## src/rtl/hcfh_pkg.sv

```systemverilog
// Shared types, constants and quarter-sine table for the harmonic coefficient block.
`default_nettype none

package hcfh_pkg;

  localparam int unsigned COS_TABLE_DEPTH = 1024;
  localparam int unsigned IDX_W           = $clog2(COS_TABLE_DEPTH);
  localparam int unsigned QTR             = COS_TABLE_DEPTH / 4;
  localparam int unsigned QTR_W           = IDX_W - 2;

  localparam int unsigned ORDER_W   = 3;
  localparam int unsigned PHASE_W   = 16;
  localparam int unsigned CONTENT_W = 32;
  localparam int unsigned ERROR_W   = 32;
  localparam int unsigned COS_W     = 16;
  localparam int unsigned PROD_W    = 48;
  localparam int unsigned ERRMAG_W  = ERROR_W + COS_W - 1;
  localparam int unsigned E16_W     = 32;
  localparam int unsigned SUM_W     = 64;
  localparam int unsigned TOTAL_W   = 48;
  localparam int unsigned COEF_W    = 32;
  localparam int unsigned UNC_W     = 32;
  localparam int unsigned STATUS_W  = 2;
  localparam int unsigned ROOT_W    = SUM_W / 2;

  localparam int unsigned COEF_SHIFT = 15;
  localparam int unsigned UNC_SHIFT  = 8;
  localparam int unsigned COEF_STEPS = COEF_W + 1;
  localparam int unsigned HI_SHIFT   = COEF_STEPS - COEF_SHIFT;
  localparam int unsigned ROOT_STEPS = ROOT_W;
  localparam int unsigned UNC_STEPS  = ROOT_W + UNC_SHIFT;
  localparam int unsigned DVD_W      = UNC_STEPS;
  localparam int unsigned CNT_W      = $clog2(UNC_STEPS + 1);

  localparam int unsigned QUEUE_DEPTH = 2;
  localparam int unsigned QPTR_W      = $clog2(QUEUE_DEPTH);
  localparam int unsigned QCNT_W      = $clog2(QUEUE_DEPTH + 1);

  localparam logic [ORDER_W-1:0] ORDER_RESET = ORDER_W'(2);
  localparam logic [ORDER_W-1:0] MAX_ORDER   = ORDER_W'(5);

  localparam logic [63:0] SIN_A = 64'd1686629713;
  localparam logic [63:0] SIN_B = 64'd693598670;
  localparam logic [63:0] SIN_C = 64'd85569306;
  localparam logic [63:0] SIN_D = 64'd5026995;
  localparam logic [63:0] SIN_E = 64'd172272;

  typedef enum logic [STATUS_W-1:0] {
    ST_OK    = 2'd0,
    ST_ORDER = 2'd1,
    ST_ZERO  = 2'd2,
    ST_SAT   = 2'd3
  } status_e;

  typedef struct packed {
    logic [CONTENT_W-1:0]    content;
    logic [ERROR_W-1:0]      err;
    logic signed [COS_W-1:0] cos;
    logic                    last;
    logic                    bad_order;
  } item_t;

  typedef struct packed {
    logic [SUM_W-1:0]   wsum;
    logic [SUM_W-1:0]   esum;
    logic [TOTAL_W-1:0] total;
    logic               bad_order;
  } fin_req_t;

  typedef logic [QTR-1:0][COS_W-2:0] qs_rom_t;

  function automatic logic [COS_W-2:0] quarter_sine(input logic [63:0] q);
    logic [63:0] q2;
    logic [63:0] t;
    logic [63:0] s;
    q2 = (q * q) >> 30;
    t  = SIN_E;
    t  = SIN_D - ((t * q2) >> 30);
    t  = SIN_C - ((t * q2) >> 30);
    t  = SIN_B - ((t * q2) >> 30);
    t  = SIN_A - ((t * q2) >> 30);
    s  = (t * q) >> 30;
    s  = (s + 64'd16384) >> 15;
    if (s > 64'd32767) begin
      s = 64'd32767;
    end
    return s[COS_W-2:0];
  endfunction

  function automatic qs_rom_t build_qs_rom();
    qs_rom_t rom;
    for (int m = 0; m < QTR; m++) begin
      rom[m] = quarter_sine(64'(m) << (30 - QTR_W));
    end
    return rom;
  endfunction

  localparam qs_rom_t          QS_ROM = build_qs_rom();
  localparam logic [COS_W-2:0] QS_TOP = quarter_sine(64'd1 << 30);

endpackage

`default_nettype wire

```

## src/rtl/hcfh_queue.sv

```systemverilog
// Two-word queue between front end and accumulator.
`default_nettype none

module hcfh_queue (
  input  logic            clk_i,
  input  logic            rst_ni,
  input  logic            push_valid_i,
  output logic            push_ready_o,
  input  hcfh_pkg::item_t push_item_i,
  output logic            pop_valid_o,
  input  logic            pop_ready_i,
  output hcfh_pkg::item_t pop_item_o
);

  hcfh_pkg::item_t               mem_q [hcfh_pkg::QUEUE_DEPTH];
  logic [hcfh_pkg::QPTR_W-1:0]   wr_ptr_q, rd_ptr_q;
  logic [hcfh_pkg::QCNT_W-1:0]   count_q, count_d;
  logic                          push, pop;

  assign push_ready_o = count_q != hcfh_pkg::QCNT_W'(hcfh_pkg::QUEUE_DEPTH);
  assign pop_valid_o  = count_q != '0;
  assign push         = push_valid_i && push_ready_o;
  assign pop          = pop_valid_o && pop_ready_i;
  assign pop_item_o   = mem_q[rd_ptr_q];

  always_comb begin
    count_d = count_q;
    if (push && !pop) begin
      count_d = count_q + 1'b1;
    end else if (pop && !push) begin
      count_d = count_q - 1'b1;
    end
  end

  always_ff @(posedge clk_i or negedge rst_ni) begin
    if (!rst_ni) begin
      wr_ptr_q <= '0;
      rd_ptr_q <= '0;
      count_q  <= '0;
    end else begin
      if (push) begin
        wr_ptr_q <= wr_ptr_q + 1'b1;
      end
      if (pop) begin
        rd_ptr_q <= rd_ptr_q + 1'b1;
      end
      count_q <= count_d;
    end
  end

  always_ff @(posedge clk_i) begin
    if (push) begin
      mem_q[wr_ptr_q] <= push_item_i;
    end
  end

endmodule

`default_nettype wire

```

## config.mk

```make
export PLATFORM = sky130hd
export DESIGN_NAME = hcfh_queue
export DESIGN_NICKNAME = d
export VERILOG_FILES = /design/src/rtl/hcfh_pkg.sv /design/src/rtl/hcfh_queue.sv
export SDC_FILE = /design/constraint.sdc
export NUM_CORES = 1
export LEC_CHECK = 0
export ABC_CLOCK_PERIOD_IN_PS = 4100
export BUFFER_PORTS_ARGS = -buffer_cell sky130_fd_sc_hd__buf_4
export CORE_MARGIN = 1.5
export CORE_UTILIZATION = 47
export CTS_CLUSTER_DIAMETER = 30
export DETAILED_ROUTE_END_ITERATION = 7
export MAX_ROUTING_LAYER = met4
export PLACE_DENSITY = 0.74
export SKIP_CTS_REPAIR_TIMING = 1
export SKIP_LAST_GASP = 1
export SLEW_MARGIN = 20
export SYNTH_ARGS = -nofsm -noshare
export SYNTH_HDL_FRONTEND = slang
export SYNTH_SLANG_ARGS = --single-unit
```

## constraint.sdc

```tcl
create_clock -name clk_i -period 4.1 [get_ports clk_i]
set_input_delay 0.82 -clock clk_i [delete_from_list [all_inputs] [get_ports clk_i]]
set_output_delay 0.82 -clock clk_i [all_outputs]
set_load 0.01 [all_outputs]
```

==> impl_metrics.tcl <==
set metrics [dict create \
    synth_edf_count 164 \
    portBuffers 169 \
    rsz0062_at_grt "no" \
    drive_above_1_share 0.6157 \
    ys_top_cells_by_count "edfxtp_1 (164), mux2_4 (70), mux2_2 (12)" \
    worst_hold_path_type "primary input to asynchronous set/reset pin" \
    seq_area_frac_synth 0.7777 \
    wl_per_cell_um 17.13 \
    grt_pass1_wl_mm 16.50 \
    grt_pass1_vias 3310 \
    clk_latency_ns 0.41 \
    ant_nets 0 \
    fp.dieH_um 120.3 \
    async_flop_share 0.02381 \
    cts_tree "built" \
    worstPathArrival_ns 2.30 \
    reg2reg_depth 3 \
    firstDrtPassIters 4 \
    core_um2 13350 \
    required_ns 3.28 \
    vias 3157 \
    skew_ns 0.005767 \
    cts-root-buf "clkbuf_16" \
    netlist_top_cells_area "edfxtp_1 (76%), mux2_4 (16%), buf_12 (2.2%)" \
    ios 170 \
    netlist_instances 273 \
    slew_violations 0 \
    cp-start-kind "register" \
    overflow 0 \
    seqCellArea_um2 5029 \
    timing.final.setup_violations 0 \
    worstMarginPinSlew_ns 0.7439 \
    cellLeakagePower_nw 3.369 \
    grt_max_degree 83 \
    powerDensity_nw_per_um2 720.8 \
    n_antenna_cell 0 \
    dp_hpwl_mm 7.185 \
    track_usage 0.1603 \
    clk_pin_slew_ns 0.06 \
    cap_violations 0 \
    yosysMostFrequentCell "edfxtp_1" \
    syn_to_final_growth_pct 30.96 \
    hold_viol_final 0 \
    routabilityCongestion 0.7409 \
    max_freq_ghz 0.3200 \
    numCtsBuffers 17 \
    cts_max_level 4 \
    drc 0 \
    cp_max_fo 42 \
    relSlewSlack 0.5041 \
    vdd_ir_drop_max_mv 0.3479 \
    routed_wl_mm 11.08 \
    fill_cells 955 \
    initial_core_util 0.4841 \
    ys_seq_elements 168 \
    clock_sinks 168 \
    synthFlopType "edfxtp_1" \
    dieArea_um2 14460 \
    synth_area_um2 6461 \
    status "complete, no violations" \
    yosysTopAreaCell "edfxtp_1" \
    end_kind "primary output" \
    synth_nets 360 \
    routed_via_density 4.879 \
    cts.path.max_buffers 2 \
    setup_tns_ns 0 \
    avgSynthCellArea_um2 23.67 \
    std_cell_rows 42 \
    multi_input_area_um2 1289 \
    fin_hold_ws_ns 0.1931 \
    synth_top_area_share 0.7622 \
    fp.dieW_um 120.3 \
    nets 545 \
    drtIter0Drc 158 \
    crit_type "register to primary output" \
    yosysUniqueCellTypes 16 \
    antenna_found_initial 0 \
    min_period_over_period 0.7621 \
    period_minus_slack_ns 3.125 \
    ys_warn_count 0 \
]
-- routing by layer --
layer	global-route usage	share of wire	wire length [µm]
met5	-	0	0
met1	0.1823	0.40	4431
met3	0.05330	0.068	750
met4	0.07206	0.023	254
met2	0.2600	0.51	5647
-- critical path: stages, from the launching register on --
cell and delay [ns]:
dfrtp_4 0.89, buf_4 0.43, mux2_2 0.38, buf_4 0.15
-- flip-flops by register name, indices dropped and copies added (netlist names) --
signal and count:
mem_q 164, count_q 2, rd_ptr_q 1, wr_ptr_q 1
-- per-stage QoR --
step / area [µm²] / power, mW / util / setup WS, ns / std cells
2_1_floorplan: 6464 / 3.888 / - / 0.6235 / 273
3_3_place_gp: 7848 / 4.552 / 0.5879 / 1.419 / 614
3_5_place_dp: 7848 / 4.594 / 0.5879 / 1.386 / 614
4_1_cts: 8434 / 6.161 / 0.6319 / 0.9198 / 646
5_1_grt: 8462 / 6.375 / 0.6340 / 0.8520 / 647
6_report: 8462 / 6.099 / 0.6340 / 0.9754 / 647
-- placed cells by master (no fill, tap or decap), drive strengths merged --
master	instances
buf	175
edfxtp	164
mux2	82
clkbuf	19
clkinv	6
dfrtp	4
xnor2	3
clkinvlp	3
bufinv	3
nand2	2
xor2	2
inv	2
nor2	2
nand2b	1
or2	1
and3	1
ha	1
-- path summary, 6_finish.rpt --
path                                 start             end  slack [ns]
worst max-delay path              rd_ptr_q  pop_item_o[66]        0.98
worst min-delay path                rst_ni      count_q[0]        0.19
worst max register to register  count_q[0]    mem_q[1][63]        2.33
worst min register to register  count_q[1]      count_q[1]        0.50
max in group asynchronous           rst_ni        rd_ptr_q        3.80
min in group clk_i              count_q[1]      count_q[1]        0.50
-- cell type report --
cell class	instances	area share
multi-input cells	95	0.1523
clock inverters	13	0.01819
inverters	1	0.0004436
well taps	176	0.02602
repair buffers	175	0.1576
clock buffers	19	0.05116
flip-flops and latches	168	0.5943
-- where the power goes --
group,internal (mW),switching (mW)
Clock,0.953,0.599
Combinational,1.14,0.843
Sequential,2.35,0.209
-- logic make-up after synthesis --
group	Yosys count	share of synthesized area
AND/OR/NAND/NOR	7	0.005231
buffers and inverters	10	0.02478
multiplexers	82	0.1836
XOR/XNOR	5	0.006779
adder cells (fa/ha/maj)	1	0.001936
flip-flops	168	0.7777
No activity file was read; power rests on OpenSTA's default activity.
