===== config.mk =====
export PLATFORM = sky130hd
export DESIGN_NAME = hcfh_front_flat
export DESIGN_NICKNAME = d
export VERILOG_FILES = /design/src/rtl/hcfh_pkg.sv /design/src/rtl/hcfh_if.sv /design/src/rtl/hcfh_front.sv /design/src/flat_wrapper.sv
export SDC_FILE = /design/constraint.sdc
export NUM_CORES = 1
export LEC_CHECK = 0
export BUFFER_PORTS_ARGS = -buffer_cell sky130_fd_sc_hd__buf_2
export CORE_MARGIN = 10
export CORE_UTILIZATION = 60
export DETAILED_ROUTE_END_ITERATION = 16
export GPL_TIMING_DRIVEN = 0
export PLACE_DENSITY = 0.95
export SLEW_MARGIN = 15
export SYNTH_ARGS = -nofsm -noshare
export SYNTH_HDL_FRONTEND = slang
export SYNTH_SLANG_ARGS = --single-unit

===== constraint.sdc =====
create_clock -name clk_i -period 21.5 [get_ports clk_i]
set_clock_uncertainty 0.15 [all_clocks]
set_input_delay 0 -clock clk_i [delete_from_list [all_inputs] [get_ports clk_i]]
set_output_delay 0 -clock clk_i [all_outputs]
set_load 0.05 [all_outputs]

===== src/rtl/hcfh_pkg.sv =====
// Shared types, constants and quarter-sine table for the harmonic coefficient block.
`default_nettype none

package hcfh_pkg;

  localparam int unsigned COS_TABLE_DEPTH = 1024;
  localparam int unsigned IDX_W           = $clog2(COS_TABLE_DEPTH);
  localparam int unsigned QTR             = COS_TABLE_DEPTH / 4;
  localparam int unsigned QTR_W           = IDX_W - 2;

  localparam int unsigned ORDER_W   = 3;
  localparam int unsigned PHASE_W   = 16;
  localparam int unsigned CONTENT_W = 32;
  localparam int unsigned ERROR_W   = 32;
  localparam int unsigned COS_W     = 16;
  localparam int unsigned PROD_W    = 48;
  localparam int unsigned ERRMAG_W  = ERROR_W + COS_W - 1;
  localparam int unsigned E16_W     = 32;
  localparam int unsigned SUM_W     = 64;
  localparam int unsigned TOTAL_W   = 48;
  localparam int unsigned COEF_W    = 32;
  localparam int unsigned UNC_W     = 32;
  localparam int unsigned STATUS_W  = 2;
  localparam int unsigned ROOT_W    = SUM_W / 2;

  localparam int unsigned COEF_SHIFT = 15;
  localparam int unsigned UNC_SHIFT  = 8;
  localparam int unsigned COEF_STEPS = COEF_W + 1;
  localparam int unsigned HI_SHIFT   = COEF_STEPS - COEF_SHIFT;
  localparam int unsigned ROOT_STEPS = ROOT_W;
  localparam int unsigned UNC_STEPS  = ROOT_W + UNC_SHIFT;
  localparam int unsigned DVD_W      = UNC_STEPS;
  localparam int unsigned CNT_W      = $clog2(UNC_STEPS + 1);

  localparam int unsigned QUEUE_DEPTH = 2;
  localparam int unsigned QPTR_W      = $clog2(QUEUE_DEPTH);
  localparam int unsigned QCNT_W      = $clog2(QUEUE_DEPTH + 1);

  localparam logic [ORDER_W-1:0] ORDER_RESET = ORDER_W'(2);
  localparam logic [ORDER_W-1:0] MAX_ORDER   = ORDER_W'(5);

  localparam logic [63:0] SIN_A = 64'd1686629713;
  localparam logic [63:0] SIN_B = 64'd693598670;
  localparam logic [63:0] SIN_C = 64'd85569306;
  localparam logic [63:0] SIN_D = 64'd5026995;
  localparam logic [63:0] SIN_E = 64'd172272;

  typedef enum logic [STATUS_W-1:0] {
    ST_OK    = 2'd0,
    ST_ORDER = 2'd1,
    ST_ZERO  = 2'd2,
    ST_SAT   = 2'd3
  } status_e;

  typedef struct packed {
    logic [CONTENT_W-1:0]    content;
    logic [ERROR_W-1:0]      err;
    logic signed [COS_W-1:0] cos;
    logic                    last;
    logic                    bad_order;
  } item_t;

  typedef struct packed {
    logic [SUM_W-1:0]   wsum;
    logic [SUM_W-1:0]   esum;
    logic [TOTAL_W-1:0] total;
    logic               bad_order;
  } fin_req_t;

  typedef logic [QTR-1:0][COS_W-2:0] qs_rom_t;

  function automatic logic [COS_W-2:0] quarter_sine(input logic [63:0] q);
    logic [63:0] q2;
    logic [63:0] t;
    logic [63:0] s;
    q2 = (q * q) >> 30;
    t  = SIN_E;
    t  = SIN_D - ((t * q2) >> 30);
    t  = SIN_C - ((t * q2) >> 30);
    t  = SIN_B - ((t * q2) >> 30);
    t  = SIN_A - ((t * q2) >> 30);
    s  = (t * q) >> 30;
    s  = (s + 64'd16384) >> 15;
    if (s > 64'd32767) begin
      s = 64'd32767;
    end
    return s[COS_W-2:0];
  endfunction

  function automatic qs_rom_t build_qs_rom();
    qs_rom_t rom;
    for (int m = 0; m < QTR; m++) begin
      rom[m] = quarter_sine(64'(m) << (30 - QTR_W));
    end
    return rom;
  endfunction

  localparam qs_rom_t          QS_ROM = build_qs_rom();
  localparam logic [COS_W-2:0] QS_TOP = quarter_sine(64'd1 << 30);

endpackage

`default_nettype wire


===== src/rtl/hcfh_if.sv =====
// Bin and result channel interfaces.
`default_nettype none

interface hcfh_bin_if;
  logic                                 valid;
  logic                                 ready;
  logic [hcfh_pkg::CONTENT_W-1:0]       bin_content;
  logic [hcfh_pkg::ERROR_W-1:0]         bin_error;
  logic signed [hcfh_pkg::PHASE_W-1:0]  bin_phase;
  logic                                 last_bin;

  modport source (output valid, bin_content, bin_error, bin_phase, last_bin, input ready);
  modport sink (input valid, bin_content, bin_error, bin_phase, last_bin, output ready);
endinterface


`default_nettype wire


===== src/rtl/hcfh_front.sv =====
// Front end: order register, cosine lookup and bin capture.
`default_nettype none

module hcfh_front (
  input  logic                            clk_i,
  input  logic                            rst_ni,
  input  logic                            cfg_we_i,
  input  logic [hcfh_pkg::ORDER_W-1:0]    cfg_wdata_i,
  hcfh_bin_if.sink                        bin_i,
  output logic                            push_valid_o,
  input  logic                            push_ready_i,
  output hcfh_pkg::item_t                 push_item_o
);

  localparam int unsigned AF_W = hcfh_pkg::PHASE_W + hcfh_pkg::ORDER_W;

  logic [hcfh_pkg::ORDER_W-1:0] order_q;
  logic                         f_valid_q, f_valid_d;
  hcfh_pkg::item_t              f_item_q;
  hcfh_pkg::item_t              item_d;

  logic [AF_W-1:0]                   angle_full;
  logic [hcfh_pkg::PHASE_W-1:0]      angle;
  logic [hcfh_pkg::IDX_W-1:0]        idx;
  logic [hcfh_pkg::IDX_W-1:0]        j;
  logic [1:0]                        quad;
  logic [hcfh_pkg::QTR_W-1:0]        m;
  logic [hcfh_pkg::QTR_W:0]          arg;
  logic [hcfh_pkg::COS_W-2:0]        mag;
  logic                              accept;

  assign angle_full = {{hcfh_pkg::PHASE_W{1'b0}}, order_q}
                    * {{hcfh_pkg::ORDER_W{1'b0}}, bin_i.bin_phase};
  assign angle = angle_full[hcfh_pkg::PHASE_W-1:0];
  assign idx   = angle[hcfh_pkg::PHASE_W-1 -: hcfh_pkg::IDX_W];
  assign j     = idx + hcfh_pkg::IDX_W'(hcfh_pkg::QTR);
  assign quad  = j[hcfh_pkg::IDX_W-1 -: 2];
  assign m     = j[hcfh_pkg::QTR_W-1:0];
  assign arg   = quad[0] ? ((hcfh_pkg::QTR_W+1)'(hcfh_pkg::QTR) - {1'b0, m}) : {1'b0, m};
  assign mag   = arg[hcfh_pkg::QTR_W] ? hcfh_pkg::QS_TOP
                                      : hcfh_pkg::QS_ROM[arg[hcfh_pkg::QTR_W-1:0]];

  always_comb begin
    item_d.content   = bin_i.bin_content;
    item_d.err       = bin_i.bin_error;
    item_d.cos       = quad[1] ? hcfh_pkg::COS_W'(hcfh_pkg::COS_W'(0) - {1'b0, mag})
                               : {1'b0, mag};
    item_d.last      = bin_i.last_bin;
    item_d.bad_order = order_q > hcfh_pkg::MAX_ORDER;
  end

  assign bin_i.ready  = !f_valid_q || push_ready_i;
  assign accept       = bin_i.valid && bin_i.ready;
  assign f_valid_d    = accept || (f_valid_q && !push_ready_i);
  assign push_valid_o = f_valid_q;
  assign push_item_o  = f_item_q;

  always_ff @(posedge clk_i or negedge rst_ni) begin
    if (!rst_ni) begin
      order_q   <= hcfh_pkg::ORDER_RESET;
      f_valid_q <= 1'b0;
    end else begin
      if (cfg_we_i) begin
        order_q <= cfg_wdata_i;
      end
      f_valid_q <= f_valid_d;
    end
  end

  always_ff @(posedge clk_i) begin
    if (accept) begin
      f_item_q <= item_d;
    end
  end

endmodule

`default_nettype wire


===== src/flat_wrapper.sv =====
// flat-port wrapper written by rule: the top's interface ports become plain ports
module hcfh_front_flat 
  (clk_i, rst_ni, cfg_we_i, cfg_wdata_i, push_valid_o, push_ready_i, push_item_o, bin_i_valid, bin_i_bin_content, bin_i_bin_error, bin_i_bin_phase, bin_i_last_bin, bin_i_ready);
  hcfh_bin_if bin_i_i ();
  input  logic clk_i;
  input  logic rst_ni;
  input  logic cfg_we_i;
  input  logic [hcfh_pkg::ORDER_W-1:0] cfg_wdata_i;
  output logic push_valid_o;
  input  logic push_ready_i;
  output hcfh_pkg::item_t push_item_o;
  input wire logic [$bits(bin_i_i.valid)-1:0] bin_i_valid;
  input wire logic [$bits(bin_i_i.bin_content)-1:0] bin_i_bin_content;
  input wire logic [$bits(bin_i_i.bin_error)-1:0] bin_i_bin_error;
  input wire logic [$bits(bin_i_i.bin_phase)-1:0] bin_i_bin_phase;
  input wire logic [$bits(bin_i_i.last_bin)-1:0] bin_i_last_bin;
  output wire logic [$bits(bin_i_i.ready)-1:0] bin_i_ready;
  assign bin_i_i.valid = bin_i_valid;
  assign bin_i_i.bin_content = bin_i_bin_content;
  assign bin_i_i.bin_error = bin_i_bin_error;
  assign bin_i_i.bin_phase = bin_i_bin_phase;
  assign bin_i_i.last_bin = bin_i_last_bin;
  assign bin_i_ready = bin_i_i.ready;
  hcfh_front u_core (.clk_i(clk_i), .rst_ni(rst_ni), .cfg_we_i(cfg_we_i), .cfg_wdata_i(cfg_wdata_i), .bin_i(bin_i_i), .push_valid_o(push_valid_o), .push_ready_i(push_ready_i), .push_item_o(push_item_o));
endmodule

==> results of run 1 <==
-- cell usage after synthesis, drive strengths merged (17+ instances only) --
master,n
xnor2,25
and2,18
nand3,52
a211oi,38
edfxtp,82
nand2,121
buf,66
a21oi,97
nor3,60
o21ai,105
o211ai,31
clkbuf,51
ha,31
inv,38
a31oi,24
a221oi,24
a311oi,17
nor2,89
-- per-stage QoR --
stage | cells | area (um2) | hold WS [ps] | util, % | worst slack, ps
floorplan | 1217 | 9820 | -446 | - | 14150
global placement | 1605 | 11000 | -346 | 68.7 | 11640
detailed placement | 1606 | 11000 | -341 | 68.9 | 11430
CTS | 1698 | 12000 | 210 | 75.4 | 11190
-- routing by layer --
metal | overflow | GRT usage (%)
met2 | 23 | 76.4
met1 | 7 | 64.7
met4 | 16 | 61.2
met3 | 7 | 61.3
met5 | 6 | 46.2
-- kinds of logic after synthesis --
family / count (synthesis)
multiplexers: 20
AO/OA/AOI/OAI: 480
AND/OR/NAND/NOR: 397
buffers and inverters: 156
adder cells (fa/ha/maj): 44
XOR/XNOR: 34
flip-flops: 86
==> flow_summary.toml, run 1 <==
[floorplanning]
die_x_um = 148
die_height_um = 148
pin_count = 173
num_rows = 46
start_util_pct = 61.6

[logic_synthesis]
muxShareOfSynthArea_pct = 2.25
synth_cells = 1217
netlist.area_leader.share_pct = 25.1
async_flop_share_pct = 4.65
yosys-top-cells-area = "edfxtp_1, a21oi_1, o21ai_0, nand2_1, ha_1"
syn_nets = 1350
synth_compound_area_share_pct = 34.8
synth_top_family_by_area = "compound AO/OA/AOI/OAI gates"
synth_area_leader_cell = "edfxtp_1"
synthSimpleGateAreaFrac_pct = 19.3
synth_flop_cell = "edfxtp_1"
synth_edf_count = 82
synthAdderAreaFrac_pct = 6.60
avgSynthCellArea_um2 = 8.07
synth_seq_cells = 86
synth_cell_types = 106
yosys_warnings = 0
seq_area_frac_synth_pct = 26.1
syn_area_um2 = 9820
yosys.area_share.xor_xnor_pct = 3.49

[grt]
grt_max_degree = 69
grt_pass1_wl_um = 110000
first_global_vias = 16300
grt-ovfl-total = 59
grt_util_all_layers_pct = 66.4

[clock_network]
cts.sinks = 86
clock_tree.root_cell = "clkbuf_16"
cts_resized = 0
numCtsBuffers = 9
cts_max_level = 3
clock_path_buffers = 2
post-cts-setup-buffer-count = 0
holdBufCountCts = 76

[run_status]
outcome = "stopped before the end"
toolErrorMsg = "[ERROR GRT-0116] Global routing finished with congestion. Check the congestion regions in the DRC Viewer."
stop_stage = "global routing"

[placed_design]
dp_hpwl_um = 35900
portBuffers = 172
gp_congestion = 1.54
==> run 2: changes to the inputs <==
CORE_UTILIZATION = 40   (was 60)
PLACE_DENSITY = default   (was 0.95)
PLACE_DENSITY_LB_ADDON = 0.15   (was default)
==> run 2 against run 1 <==
- the run now ends clean
- synthesized cell count did not move
- synthesized area did not move
==> flow_summary.toml, run 2 <==
[clock_network]
numCtsBuffers = 9
clock_tree.root_cell = "clkbuf_16"
clock_path_buffers = 2
clkLatencyLatePin_ps = 330
cts.sinks = 86
cts_max_level = 3
cts_resized = 0
cts_tree = "done"
clkSlewWorstSetupHoldPaths_ps = 70

[sta]
maxSlewHeadroom_pct = 4.19
rsz0062_at_grt = "false"
fin_tns_setup_ps = 0
layout_min_cycle_time_ps = 11560
setup_violations = 0
post-route-period-util_pct = 53.8
max_freq_ghz = 0.0865
maxSlewViolCount = 0
hold-worst-slack_ps = 231
hold_violations = 0
worst_pin_slew_ps = 1420

[floorplanning]
die_area_um2 = 31200
die_height_um = 177
num_rows = 57
start_util_pct = 40.5
pin_count = 173
die_x_um = 177
coreArea_um2 = 24200

[detailed_routing]
firstDrtPassIters = 7
dr.first_iter.drc_count = 2699
antenna_left = 0
vias_per_cell = 7.15
num_vias = 12900
drc = 0
wl_per_cell_um = 33.8
finalWirelength_um = 61200

[grt]
antenna_found_initial = 1
grt_max_degree = 65
first_global_vias = 12300
grt_util_all_layers_pct = 37.4
grt_pass1_wl_um = 86700
grt-ovfl-total = 0

[logic_synthesis]
synth_flop_cell = "edfxtp_1"
async_flop_share_pct = 4.65
synth_cell_types = 106
syn_area_um2 = 9820
seq_area_frac_synth_pct = 26.1
synth_area_leader_cell = "edfxtp_1"
yosys_warnings = 0
synth_edf_count = 82
synth_seq_cells = 86
yosys-top-cells-area = "edfxtp_1, a21oi_1, o21ai_0, nand2_1, ha_1"
synth_cells = 1217
netlist.area_leader.share_pct = 25.1
synth.most_common_cell = "nand2_1"
syn_nets = 1350
ys_top_cells_by_count = "nand2_1, a21oi_1, o21ai_0"
avgSynthCellArea_um2 = 8.07

[setup_path]
critPathArrivalTime_ps = 11480
crit_slowest_cell = "clkbuf_1"
crit_path_end_kind = "register"
max_stage_delay_ps = 990
path_class = "register to register"
path_common_cell = "clkbuf_1"
worstPathRequired_ps = 21420
path_max_fanout = 16
worstSetupStartpointType = "register"

[layout]
largest_reg_flops = 82
layout_common_cells = "buf_2, nand2_1, a21oi_1, o21ai_0, nor2_1"
final_nets = 1613
area_growth_pct = 25.0
fillers = 2345
drive_above_1_share_pct = 20.7
design_area_um2 = 12300
layout_commonest_cell = "buf_2"
antenna_cells = 0

[placed_design]
placed_area_um2 = 11200
dp_hpwl_um = 44300
portBuffers = 172
gp_congestion = 1.15

[job]
max-cap-violations = 0

[run_status]
outcome = "finished, final reports clean"

[min_path]
hp-class = "input pin to register"
==> run 2: cell counts after synthesis <==
No cell type changed its count.
==> run 2: what timing repair did <==
action,in CTS,in global routing
buffers inserted,0,0
hold buffers,76,0
endpoints found under the setup margin,0,0
hold endpoints to repair,73,0
==> run 2: area by class of cell <==
| cell class | count | area, um2 | area share [%] |
|---|---|---|---|
| Sequential cell | 86 | 2560 | 20.9 |
| Clock buffer | 10 | 239 | 1.95 |
| Multi-Input combinational cell | 975 | 6550 | 53.4 |
| Inverter | 39 | 146 | 1.19 |
| Tap cell | 324 | 405 | 3.30 |
| Buffer | 117 | 586 | 4.77 |
| Clock inverter | 6 | 115 | 0.938 |
| Timing Repair Buffer | 252 | 1670 | 13.6 |
==> run 2: critical path: cells and delay by family, from the launching register on <==
family | cells | cell delay (ps)
buffers and inverters | 8 | 4260
AND/OR/NAND/NOR | 8 | 2520
AO/OA/AOI/OAI | 7 | 2090
adder cells (fa/ha/maj) | 5 | 1510
flip-flops | 1 | 610
XOR/XNOR | 1 | 100
==> run 2: per-stage QoR <==
stage | setup WS (ps) | utilization [%] | cells
finish | 9940 | 50.6 | 1809
global route | 9860 | 50.6 | 1809
CTS | 10690 | 50.6 | 1808
detailed placement | 10760 | 46.0 | 1716
global placement | 10600 | 45.7 | 1713
floorplan | 14150 | - | 1217
==> run 2: final timing paths <==
| kind | from | to | slack, ps | cells after the start |
|---|---|---|---|---|
| worst max-delay path | u_core.order_q[1]$_DFFE_PN1P_ | u_core.push_item_o[10]$_DFFE_PP_ | 9940 | 29 |
| worst min-delay path | push_ready_i | u_core.push_item_o[72]$_DFFE_PP_ | 230 | 3 |
| worst max register to register | u_core.order_q[1]$_DFFE_PN1P_ | u_core.push_item_o[10]$_DFFE_PP_ | 9940 | 29 |
| worst min register to register | u_core.order_q[2]$_DFFE_PN0P_ | u_core.push_item_o[0]$_DFFE_PP_ | 560 | 1 |
| max in group asynchronous | rst_ni | u_core.order_q[0]$_DFFE_PN0P_ | 20080 | 4 |
| min in group asynchronous | rst_ni | u_core.order_q[1]$_DFFE_PN1P_ | 530 | 3 |
==> run 2: logic make-up (layout without fill, tap and decap cells) <==
logic type,count (synthesis),after routing,synth area share [%]
DFF,86,86,26.1
AOI/OAI and AO/OA,480,480,34.8
buffers and inverters,156,424,7.45
adders and majority gates,44,44,6.60
muxes,20,20,2.25
xor gates and xnor gates,34,34,3.49
and+or+nand+nor,397,397,19.3
==> run 2: routing by layer <==
layer | part of all wire, % | vias up | track usage, %
met5 | 0.028 | - | 0
met2 | 40 | 1330 | 54.0
met4 | 7.2 | 2 | 21.4
met3 | 16 | 348 | 17.2
met1 | 36 | 5987 | 45.0
li1 | - | 5261 | -
Power of run 2 is not shown: default switching activity piles up to over one toggle a cycle in this logic, so the estimate is an artifact.
