--- config.mk ---
export PLATFORM = sky130hd
export DESIGN_NAME = hcfh_final_flat
export DESIGN_NICKNAME = d
export VERILOG_FILES = /design/src/rtl/hcfh_pkg.sv /design/src/rtl/hcfh_if.sv /design/src/rtl/hcfh_final.sv /design/src/flat_wrapper.sv
export SDC_FILE = /design/constraint.sdc
export NUM_CORES = 1
export LEC_CHECK = 0
export BUFFER_PORTS_ARGS = -buffer_cell sky130_fd_sc_hd__clkbuf_2
export CORE_MARGIN = 10
export CORE_UTILIZATION = 50
export DETAILED_ROUTE_END_ITERATION = 6
export GPL_TIMING_DRIVEN = 0
export PLACE_DENSITY = 0.77
export SYNTH_ARGS = -nofsm -noshare
export SYNTH_HDL_FRONTEND = slang
export SYNTH_SLANG_ARGS = --single-unit
--- constraint.sdc ---
create_clock -name clk_i -period 10.75 [get_ports clk_i]
set_clock_uncertainty 0.2 [all_clocks]
set_input_delay 1.075 -clock clk_i [delete_from_list [all_inputs] [get_ports clk_i]]
set_output_delay 1.075 -clock clk_i [all_outputs]
set_load 0.02 [all_outputs]
--- src/rtl/hcfh_pkg.sv ---
// Shared types, constants and quarter-sine table for the harmonic coefficient block.
`default_nettype none

package hcfh_pkg;

  localparam int unsigned COS_TABLE_DEPTH = 1024;
  localparam int unsigned IDX_W           = $clog2(COS_TABLE_DEPTH);
  localparam int unsigned QTR             = COS_TABLE_DEPTH / 4;
  localparam int unsigned QTR_W           = IDX_W - 2;

  localparam int unsigned ORDER_W   = 3;
  localparam int unsigned PHASE_W   = 16;
  localparam int unsigned CONTENT_W = 32;
  localparam int unsigned ERROR_W   = 32;
  localparam int unsigned COS_W     = 16;
  localparam int unsigned PROD_W    = 48;
  localparam int unsigned ERRMAG_W  = ERROR_W + COS_W - 1;
  localparam int unsigned E16_W     = 32;
  localparam int unsigned SUM_W     = 64;
  localparam int unsigned TOTAL_W   = 48;
  localparam int unsigned COEF_W    = 32;
  localparam int unsigned UNC_W     = 32;
  localparam int unsigned STATUS_W  = 2;
  localparam int unsigned ROOT_W    = SUM_W / 2;

  localparam int unsigned COEF_SHIFT = 15;
  localparam int unsigned UNC_SHIFT  = 8;
  localparam int unsigned COEF_STEPS = COEF_W + 1;
  localparam int unsigned HI_SHIFT   = COEF_STEPS - COEF_SHIFT;
  localparam int unsigned ROOT_STEPS = ROOT_W;
  localparam int unsigned UNC_STEPS  = ROOT_W + UNC_SHIFT;
  localparam int unsigned DVD_W      = UNC_STEPS;
  localparam int unsigned CNT_W      = $clog2(UNC_STEPS + 1);

  localparam int unsigned QUEUE_DEPTH = 2;
  localparam int unsigned QPTR_W      = $clog2(QUEUE_DEPTH);
  localparam int unsigned QCNT_W      = $clog2(QUEUE_DEPTH + 1);

  localparam logic [ORDER_W-1:0] ORDER_RESET = ORDER_W'(2);
  localparam logic [ORDER_W-1:0] MAX_ORDER   = ORDER_W'(5);

  localparam logic [63:0] SIN_A = 64'd1686629713;
  localparam logic [63:0] SIN_B = 64'd693598670;
  localparam logic [63:0] SIN_C = 64'd85569306;
  localparam logic [63:0] SIN_D = 64'd5026995;
  localparam logic [63:0] SIN_E = 64'd172272;

  typedef enum logic [STATUS_W-1:0] {
    ST_OK    = 2'd0,
    ST_ORDER = 2'd1,
    ST_ZERO  = 2'd2,
    ST_SAT   = 2'd3
  } status_e;

  typedef struct packed {
    logic [CONTENT_W-1:0]    content;
    logic [ERROR_W-1:0]      err;
    logic signed [COS_W-1:0] cos;
    logic                    last;
    logic                    bad_order;
  } item_t;

  typedef struct packed {
    logic [SUM_W-1:0]   wsum;
    logic [SUM_W-1:0]   esum;
    logic [TOTAL_W-1:0] total;
    logic               bad_order;
  } fin_req_t;

  typedef logic [QTR-1:0][COS_W-2:0] qs_rom_t;

  function automatic logic [COS_W-2:0] quarter_sine(input logic [63:0] q);
    logic [63:0] q2;
    logic [63:0] t;
    logic [63:0] s;
    q2 = (q * q) >> 30;
    t  = SIN_E;
    t  = SIN_D - ((t * q2) >> 30);
    t  = SIN_C - ((t * q2) >> 30);
    t  = SIN_B - ((t * q2) >> 30);
    t  = SIN_A - ((t * q2) >> 30);
    s  = (t * q) >> 30;
    s  = (s + 64'd16384) >> 15;
    if (s > 64'd32767) begin
      s = 64'd32767;
    end
    return s[COS_W-2:0];
  endfunction

  function automatic qs_rom_t build_qs_rom();
    qs_rom_t rom;
    for (int m = 0; m < QTR; m++) begin
      rom[m] = quarter_sine(64'(m) << (30 - QTR_W));
    end
    return rom;
  endfunction

  localparam qs_rom_t          QS_ROM = build_qs_rom();
  localparam logic [COS_W-2:0] QS_TOP = quarter_sine(64'd1 << 30);

endpackage

`default_nettype wire

--- src/rtl/hcfh_if.sv ---
// Bin and result channel interfaces.
`default_nettype none


interface hcfh_res_if;
  logic                                valid;
  logic                                ready;
  logic signed [hcfh_pkg::COEF_W-1:0]  coefficient;
  logic [hcfh_pkg::UNC_W-1:0]          uncertainty;
  logic [hcfh_pkg::STATUS_W-1:0]       status;

  modport source (output valid, coefficient, uncertainty, status, input ready);
  modport sink (input valid, coefficient, uncertainty, status, output ready);
endinterface

`default_nettype wire

--- src/rtl/hcfh_final.sv ---
// Result unit: serial divider and square root, output register.
`default_nettype none

module hcfh_final (
  input  logic               clk_i,
  input  logic               rst_ni,
  input  logic               fin_valid_i,
  output logic               fin_ready_o,
  input  hcfh_pkg::fin_req_t fin_req_i,
  hcfh_res_if.source         res_o
);

  localparam logic [1:0] S_IDLE = 2'd0;
  localparam logic [1:0] S_COEF = 2'd1;
  localparam logic [1:0] S_UNC  = 2'd2;
  localparam logic [1:0] S_DONE = 2'd3;

  localparam int unsigned HI_W   = hcfh_pkg::SUM_W - hcfh_pkg::HI_SHIFT;
  localparam int unsigned SREM_W = hcfh_pkg::ROOT_W + 2;
  localparam int unsigned ST_W   = SREM_W + 2;

  localparam logic [hcfh_pkg::COEF_STEPS-1:0] NEG_LIM = hcfh_pkg::COEF_STEPS'(33'h0_8000_0000);
  localparam logic [hcfh_pkg::COEF_STEPS-1:0] POS_LIM = hcfh_pkg::COEF_STEPS'(33'h0_7FFF_FFFF);

  logic [1:0]                       state_q, state_d;
  logic [hcfh_pkg::CNT_W-1:0]       cnt_q, cnt_d;
  logic [hcfh_pkg::TOTAL_W-1:0]     tot_q, tot_d;
  logic                             neg_q, neg_d;
  logic                             covf_q, covf_d;
  logic                             csat_q, csat_d;
  logic [hcfh_pkg::TOTAL_W-1:0]     rem_q, rem_d;
  logic [hcfh_pkg::DVD_W-1:0]       dvd_q, dvd_d;
  logic [hcfh_pkg::DVD_W-1:0]       quo_q, quo_d;
  logic [hcfh_pkg::SUM_W-1:0]       x_q, x_d;
  logic [hcfh_pkg::ROOT_W-1:0]      root_q, root_d;
  logic [SREM_W-1:0]                srem_q, srem_d;
  logic [hcfh_pkg::COEF_W-1:0]      coef_q, coef_d;
  logic [hcfh_pkg::UNC_W-1:0]       unc_q, unc_d;
  hcfh_pkg::status_e                status_q, status_d;

  logic [hcfh_pkg::SUM_W-1:0]       mag;
  logic [hcfh_pkg::TOTAL_W:0]       r2;
  logic                             qbit;
  logic [hcfh_pkg::TOTAL_W-1:0]     rem_n;
  logic [ST_W-1:0]                  st, trial;
  logic                             sge;
  logic [SREM_W-1:0]                srem_n;
  logic [hcfh_pkg::ROOT_W-1:0]      root_n;
  logic [hcfh_pkg::COEF_STEPS-1:0]  q;
  logic [hcfh_pkg::DVD_W-1:0]       uq;
  logic                             usat;

  assign mag = fin_req_i.wsum[hcfh_pkg::SUM_W-1] ? (hcfh_pkg::SUM_W'(0) - fin_req_i.wsum)
                                                 : fin_req_i.wsum;

  assign r2    = {rem_q, dvd_q[hcfh_pkg::DVD_W-1]};
  assign qbit  = r2 >= {1'b0, tot_q};
  assign rem_n = qbit ? hcfh_pkg::TOTAL_W'(r2 - {1'b0, tot_q}) : r2[hcfh_pkg::TOTAL_W-1:0];

  assign st     = {srem_q, x_q[hcfh_pkg::SUM_W-1 -: 2]};
  assign trial  = {2'b00, root_q, 2'b01};
  assign sge    = st >= trial;
  assign srem_n = sge ? SREM_W'(st - trial) : st[SREM_W-1:0];
  assign root_n = {root_q[hcfh_pkg::ROOT_W-2:0], sge};

  assign q    = {quo_q[hcfh_pkg::COEF_STEPS-2:0], qbit};
  assign uq   = {quo_q[hcfh_pkg::DVD_W-2:0], qbit};
  assign usat = |uq[hcfh_pkg::DVD_W-1:hcfh_pkg::UNC_W];

  always_comb begin
    state_d  = state_q;
    cnt_d    = cnt_q;
    tot_d    = tot_q;
    neg_d    = neg_q;
    covf_d   = covf_q;
    csat_d   = csat_q;
    rem_d    = rem_q;
    dvd_d    = dvd_q;
    quo_d    = quo_q;
    x_d      = x_q;
    root_d   = root_q;
    srem_d   = srem_q;
    coef_d   = coef_q;
    unc_d    = unc_q;
    status_d = status_q;
    case (state_q)
      S_IDLE: begin
        if (fin_valid_i) begin
          tot_d  = fin_req_i.total;
          neg_d  = fin_req_i.wsum[hcfh_pkg::SUM_W-1];
          covf_d = {{(hcfh_pkg::TOTAL_W-HI_W){1'b0}}, mag[hcfh_pkg::SUM_W-1:hcfh_pkg::HI_SHIFT]}
                   >= fin_req_i.total;
          rem_d  = {{(hcfh_pkg::TOTAL_W-HI_W){1'b0}}, mag[hcfh_pkg::SUM_W-1:hcfh_pkg::HI_SHIFT]};
          dvd_d  = {mag[hcfh_pkg::HI_SHIFT-1:0],
                    {(hcfh_pkg::DVD_W-hcfh_pkg::HI_SHIFT){1'b0}}};
          quo_d  = '0;
          x_d    = fin_req_i.esum;
          root_d = '0;
          srem_d = '0;
          cnt_d  = '0;
          csat_d = 1'b0;
          coef_d = '0;
          unc_d  = '0;
          if (fin_req_i.bad_order) begin
            status_d = hcfh_pkg::ST_ORDER;
            state_d  = S_DONE;
          end else if (fin_req_i.total == '0) begin
            status_d = hcfh_pkg::ST_ZERO;
            state_d  = S_DONE;
          end else begin
            if (covf_d) begin
              rem_d = '0;
            end
            state_d = S_COEF;
          end
        end
      end
      S_COEF: begin
        rem_d = rem_n;
        dvd_d = {dvd_q[hcfh_pkg::DVD_W-2:0], 1'b0};
        quo_d = {quo_q[hcfh_pkg::DVD_W-2:0], qbit};
        cnt_d = cnt_q + 1'b1;
        if (cnt_q < hcfh_pkg::CNT_W'(hcfh_pkg::ROOT_STEPS)) begin
          x_d    = {x_q[hcfh_pkg::SUM_W-3:0], 2'b00};
          root_d = root_n;
          srem_d = srem_n;
        end
        if (cnt_q == hcfh_pkg::CNT_W'(hcfh_pkg::COEF_STEPS - 1)) begin
          if (neg_q) begin
            csat_d = covf_q || (q > NEG_LIM);
            coef_d = csat_d ? {1'b1, {(hcfh_pkg::COEF_W-1){1'b0}}}
                            : hcfh_pkg::COEF_W'(hcfh_pkg::COEF_STEPS'(0) - q);
          end else begin
            csat_d = covf_q || (q > POS_LIM);
            coef_d = csat_d ? {1'b0, {(hcfh_pkg::COEF_W-1){1'b1}}}
                            : q[hcfh_pkg::COEF_W-1:0];
          end
          rem_d   = '0;
          dvd_d   = {root_q, {hcfh_pkg::UNC_SHIFT{1'b0}}};
          quo_d   = '0;
          cnt_d   = '0;
          state_d = S_UNC;
        end
      end
      S_UNC: begin
        rem_d = rem_n;
        dvd_d = {dvd_q[hcfh_pkg::DVD_W-2:0], 1'b0};
        quo_d = {quo_q[hcfh_pkg::DVD_W-2:0], qbit};
        cnt_d = cnt_q + 1'b1;
        if (cnt_q == hcfh_pkg::CNT_W'(hcfh_pkg::UNC_STEPS - 1)) begin
          unc_d    = usat ? '1 : uq[hcfh_pkg::UNC_W-1:0];
          status_d = (csat_q || usat) ? hcfh_pkg::ST_SAT : hcfh_pkg::ST_OK;
          state_d  = S_DONE;
        end
      end
      S_DONE: begin
        if (res_o.ready) begin
          state_d = S_IDLE;
        end
      end
      default: begin
        state_d = S_IDLE;
      end
    endcase
  end

  assign fin_ready_o       = state_q == S_IDLE;
  assign res_o.valid       = state_q == S_DONE;
  assign res_o.coefficient = coef_q;
  assign res_o.uncertainty = unc_q;
  assign res_o.status      = status_q;

  always_ff @(posedge clk_i or negedge rst_ni) begin
    if (!rst_ni) begin
      state_q <= S_IDLE;
      cnt_q   <= '0;
    end else begin
      state_q <= state_d;
      cnt_q   <= cnt_d;
    end
  end

  always_ff @(posedge clk_i) begin
    tot_q    <= tot_d;
    neg_q    <= neg_d;
    covf_q   <= covf_d;
    csat_q   <= csat_d;
    rem_q    <= rem_d;
    dvd_q    <= dvd_d;
    quo_q    <= quo_d;
    x_q      <= x_d;
    root_q   <= root_d;
    srem_q   <= srem_d;
    coef_q   <= coef_d;
    unc_q    <= unc_d;
    status_q <= status_d;
  end

endmodule

`default_nettype wire

--- src/flat_wrapper.sv ---
// flat-port wrapper written by rule: the top's interface ports become plain ports
module hcfh_final_flat 
  (clk_i, rst_ni, fin_valid_i, fin_ready_o, fin_req_i, res_o_valid, res_o_coefficient, res_o_uncertainty, res_o_status, res_o_ready);
  hcfh_res_if res_o_i ();
  input  logic clk_i;
  input  logic rst_ni;
  input  logic fin_valid_i;
  output logic fin_ready_o;
  input  hcfh_pkg::fin_req_t fin_req_i;
  output wire logic [$bits(res_o_i.valid)-1:0] res_o_valid;
  output wire logic [$bits(res_o_i.coefficient)-1:0] res_o_coefficient;
  output wire logic [$bits(res_o_i.uncertainty)-1:0] res_o_uncertainty;
  output wire logic [$bits(res_o_i.status)-1:0] res_o_status;
  input wire logic [$bits(res_o_i.ready)-1:0] res_o_ready;
  assign res_o_valid = res_o_i.valid;
  assign res_o_coefficient = res_o_i.coefficient;
  assign res_o_uncertainty = res_o_i.uncertainty;
  assign res_o_status = res_o_i.status;
  assign res_o_i.ready = res_o_ready;
  hcfh_final u_core (.clk_i(clk_i), .rst_ni(rst_ni), .fin_valid_i(fin_valid_i), .fin_ready_o(fin_ready_o), .fin_req_i(fin_req_i), .res_o(res_o_i));
endmodule
==> results by group <==
Logic synthesis
  – Post-Syn Area per Cell: approximately 10 um^2
  – Top_reg_cell synth: edfxtp_1
  – Post-Synth XOR/XNOR Area: 0.0514
  – Synth Net Count: between 2000 and 3000
  – Register area share after synthesis: 0.476
  – Post-synthesis cell area: 0.0235 mm^2
  – Post-Synth Simple-Gate Area: 0.142
  – Largest family of logic cells by synthesized area: compound AO/OA/AOI/OAI gates
  – Post-synthesis mux area share: 0.0467
  – Area leader, netlist: edfxtp_1
  – Post-synth top area share: 0.467
  – Synth Area in Compound Gates: 0.166
  – Ys Warns: 0
  – Synth Area in Adders: 0.0738
  – Top post-synthesis cells by area: edfxtp_1 47%, ha_1 7.3%, xnor2_1 3.4%
  – Distinct cell type count after synthesis: between 70 and 80
  – Async SR Flop Fraction: 0.0214
  – Number of flops mapped to enable cells by yosys: 366
  – Syn Inst Count: ~2300
  – Synth Register Bits: 374

Drt
  – WL met1: 30.1 mm
  – Final WL: between 70 and 80 mm
  – Antenna-violating nets left: 0
  – Routed met2 length: 34.2 mm
  – Post-route DRC: 1
  – DR vias: approximately 20000
  – Routed met3 length: around 7.3 mm
  – Vias/cell: 6.16
  – DRT Pass-1 Iters: 7
  – Top Metal Used: met5
  – Routed wire length per instance: 22.8 um
  – Iter 0 DRT Violations: 2115

Setup path
  – CP Max Fanout: 10
  – Reg2Reg Setup Slack: 3.08 ns
  – Reg2Reg Launch Point: u_core.rem_q[19]$_DFFE_PP_
  – CP Class: input port to flip-flop
  – Critical R2R Capture: u_core.res_o.coefficient[25]$_SDFFCE_PN0P_
  – Required @ worst endpoint: 10.82 ns
  – Crit path launch type: input port
  – Arrival time worst endpoint: between 8 and 9 ns
  – CP Capture Type: flip-flop
  – Worst Reg-to-Reg Cells: 20

Floorplanning
  – Initial Util: 0.505
  – Die footprint: ~0.056 mm^2
  – Die W: between 200 and 250 um
  – Core footprint: 0.0466 mm^2
  – Die height: approximately 240 um
  – Total I/O pin count: 249
  – Row cnt: just under 80

Cells and area
  – Most common cell after layout, fill and taps aside: edfxtp_1
  – Area Overhead vs Synth: 15.0%
  – Register area: roughly 0.011 mm^2
  – Final Instance Area: roughly 0.027 mm^2
  – Fin nets: a little under 3000
  – Layout cells sized above 1: 0.158
  – Multi-input gate area: roughly 0.011 mm^2
  – Filler instances: slightly below 4000
  – Most frequent cells in the layout: 366 x edfxtp_1, 248 x clkbuf_2, 198 x nor2_1

Placed design
  – Port Buffer Count: roughly 250
  – DP Area: between 0.02 and 0.03 mm^2
  – Gpl congestion: 0.989
  – Pre-CTS setup slack: ~1.7 ns
  – DP Wirelength: 56.4 mm

Clock network
  – Root buffer cell: clkbuf_16
  – Hold_buf cts: 0
  – Clock-pin transition on the worst setup and hold timing paths: 0.06 ns
  – Clk buf depth: 3
  – Post-CTS setup buffer count: 0
  – CTS buffer count: 42
  – CTS HTree Levels: 2
  – Clock Latency Late Sink: 0.59 ns
  – CTS tree: yes
  – Sink Count: ~370
  – Post-CTS resize count: 0

Power and ir drop
  – Total power: around 3.2 mW
  – Pwr Density: ~120 mW/mm^2
  – Pleak: around 11 nW
  – Worst vdd ir: roughly 150 uV

Global route
  – GRT Resource Usage Total: 0.253
  – Initial antenna violation count: 3
  – Pin count of the biggest net entering global routing: 63
  – Vias in the first global route: ~20000
  – First-pass GRT wire length: 114 mm
  – Total congestion overflow: 0

Timing
  – Min Tclk post-route: 8.55 ns
  – Final setup vio count: 0
  – Slew headroom: 0.0554
  – RSZ-0062 raised after global routing: no
  – Worst slew pin tran: ~1.4 ns
  – Slew Viols, Final: 0
  – Fin crit share: 0.796
  – Max frequency: roughly 0.12 GHz
  – Setup TNS: 0 ns
  – Final Hold Fails: 0
  – Final WS setup: 2.20 ns

Outcome
  – Failing checks: DRC
  – Status: complete, but fails checks

Run
  – Max_cap viols: 0

Worst hold path
  – Worst Hold Class: input port to async pin
## worst max-delay path, cell delays in order
cell and delay [ns]:
clkbuf_2 0.11, or3_1 0.46, or4_4 0.59, nor4_1 0.49, nand2_1 0.34, or3_1 0.43
clkbuf_1 0.23, nor4b_1 0.86, ha_1 0.25, nand2_1 0.12, or4_1 0.61, or4_1 0.65
a211oi_1 0.43, nand2_1 0.09, o21ai_0 0.43, o41a_1 0.62, clkbuf_1 0.55, o221ai_1 0.29
## worst max path at each step
stage	start	endpoint	slack (ns)	cells after the start
6_report	fin_req_i[123]	u_core.rem_q[45]$_DFFE_PP_	2.20	18
5_1_grt	fin_req_i[127]	u_core.rem_q[45]$_DFFE_PP_	1.94	18
4_1_cts	fin_req_i[123]	u_core.rem_q[41]$_DFFE_PP_	2.35	19
3_5_place_dp	fin_req_i[123]	u_core.rem_q[41]$_DFFE_PP_	1.75	19
3_3_place_gp	u_core.state_q[1]$_DFFE_PN0P_	u_core.x_q[44]$_DFFE_PP_	-1.35	7
2_1_floorplan	u_core.state_q[1]$_DFFE_PN0P_	u_core.root_q[0]$_SDFFCE_PN0P_	1.97	7
## report_power, final
part	total, mW	internal (mW)	switching [mW]
clock	1.42	0.806	0.619
sequential	1.58	1.58	0
combinational	0.179	0.0787	0.100
## through the flow
| step | instances | util | hold slack (ns) |
|---|---|---|---|
| after floorplan | 2299 | - | 0.275 |
| after global placement | 3154 | 0.548 | 0.314 |
| after detailed placement | 3163 | 0.552 | 0.329 |
| after CTS | 3237 | 0.581 | 0.122 |
| after global routing | 3238 | 0.581 | 0.144 |
| final | 3238 | 0.581 | 0.146 |
## cells by family (layout without fill, tap and decap cells)
logic type / after synthesis / in the layout
compound gates: 598 / 598
mux: 102 / 102
fa+ha+maj: 138 / 138
xor+xnor: 138 / 138
simple gates: 667 / 667
flops: 374 / 374
other cells: 0 / 1
buf+inv: 282 / 613
## flip-flops by register name, summed over array words and instances, names as in the netlist, 2 cells and up
register / count
u_core.srem_q: 34
u_core.cnt_q: 6
u_core.x_q: 64
u_core.root_q: 32
u_core.dvd_q: 32
u_core.tot_q: 48
u_core.res_o.coefficient: 32
u_core.rem_q: 48
u_core.state_q: 2
u_core.res_o.uncertainty: 32
u_core.res_o.status: 2
u_core.quo_q: 39
## synthesized netlist by cell type (47+ instances only)
cell	number
edfxtp_1	366
nor2_1	199
inv_1	176
o21ai_0	149
a21oi_1	137
ha_1	137
nand2_1	124
clkbuf_1	93
xnor2_1	91
mux2_2	62
a21o_1	55
xor2_1	47
## final cells by class
| cell class | instances | area share |
|---|---|---|
| multi-input cells | 1643 | 0.418 |
| flip-flops and latches | 374 | 0.414 |
| repair buffers | 257 | 0.0516 |
| clock buffers | 54 | 0.0409 |
| well taps | 607 | 0.0281 |
| inverters | 179 | 0.0250 |
| plain buffers | 103 | 0.0143 |
| clock inverters | 20 | 0.00810 |
| diodes | 1 | 0.0000926 |
## routing by layer
metal,up-vias,GRT usage
met5,-,0
met4,4,0.0901
met3,144,0.0593
met2,1032,0.404
met1,9640,0.331
li1,9140,-
Note: power is estimated with default switching activity, not from simulation.
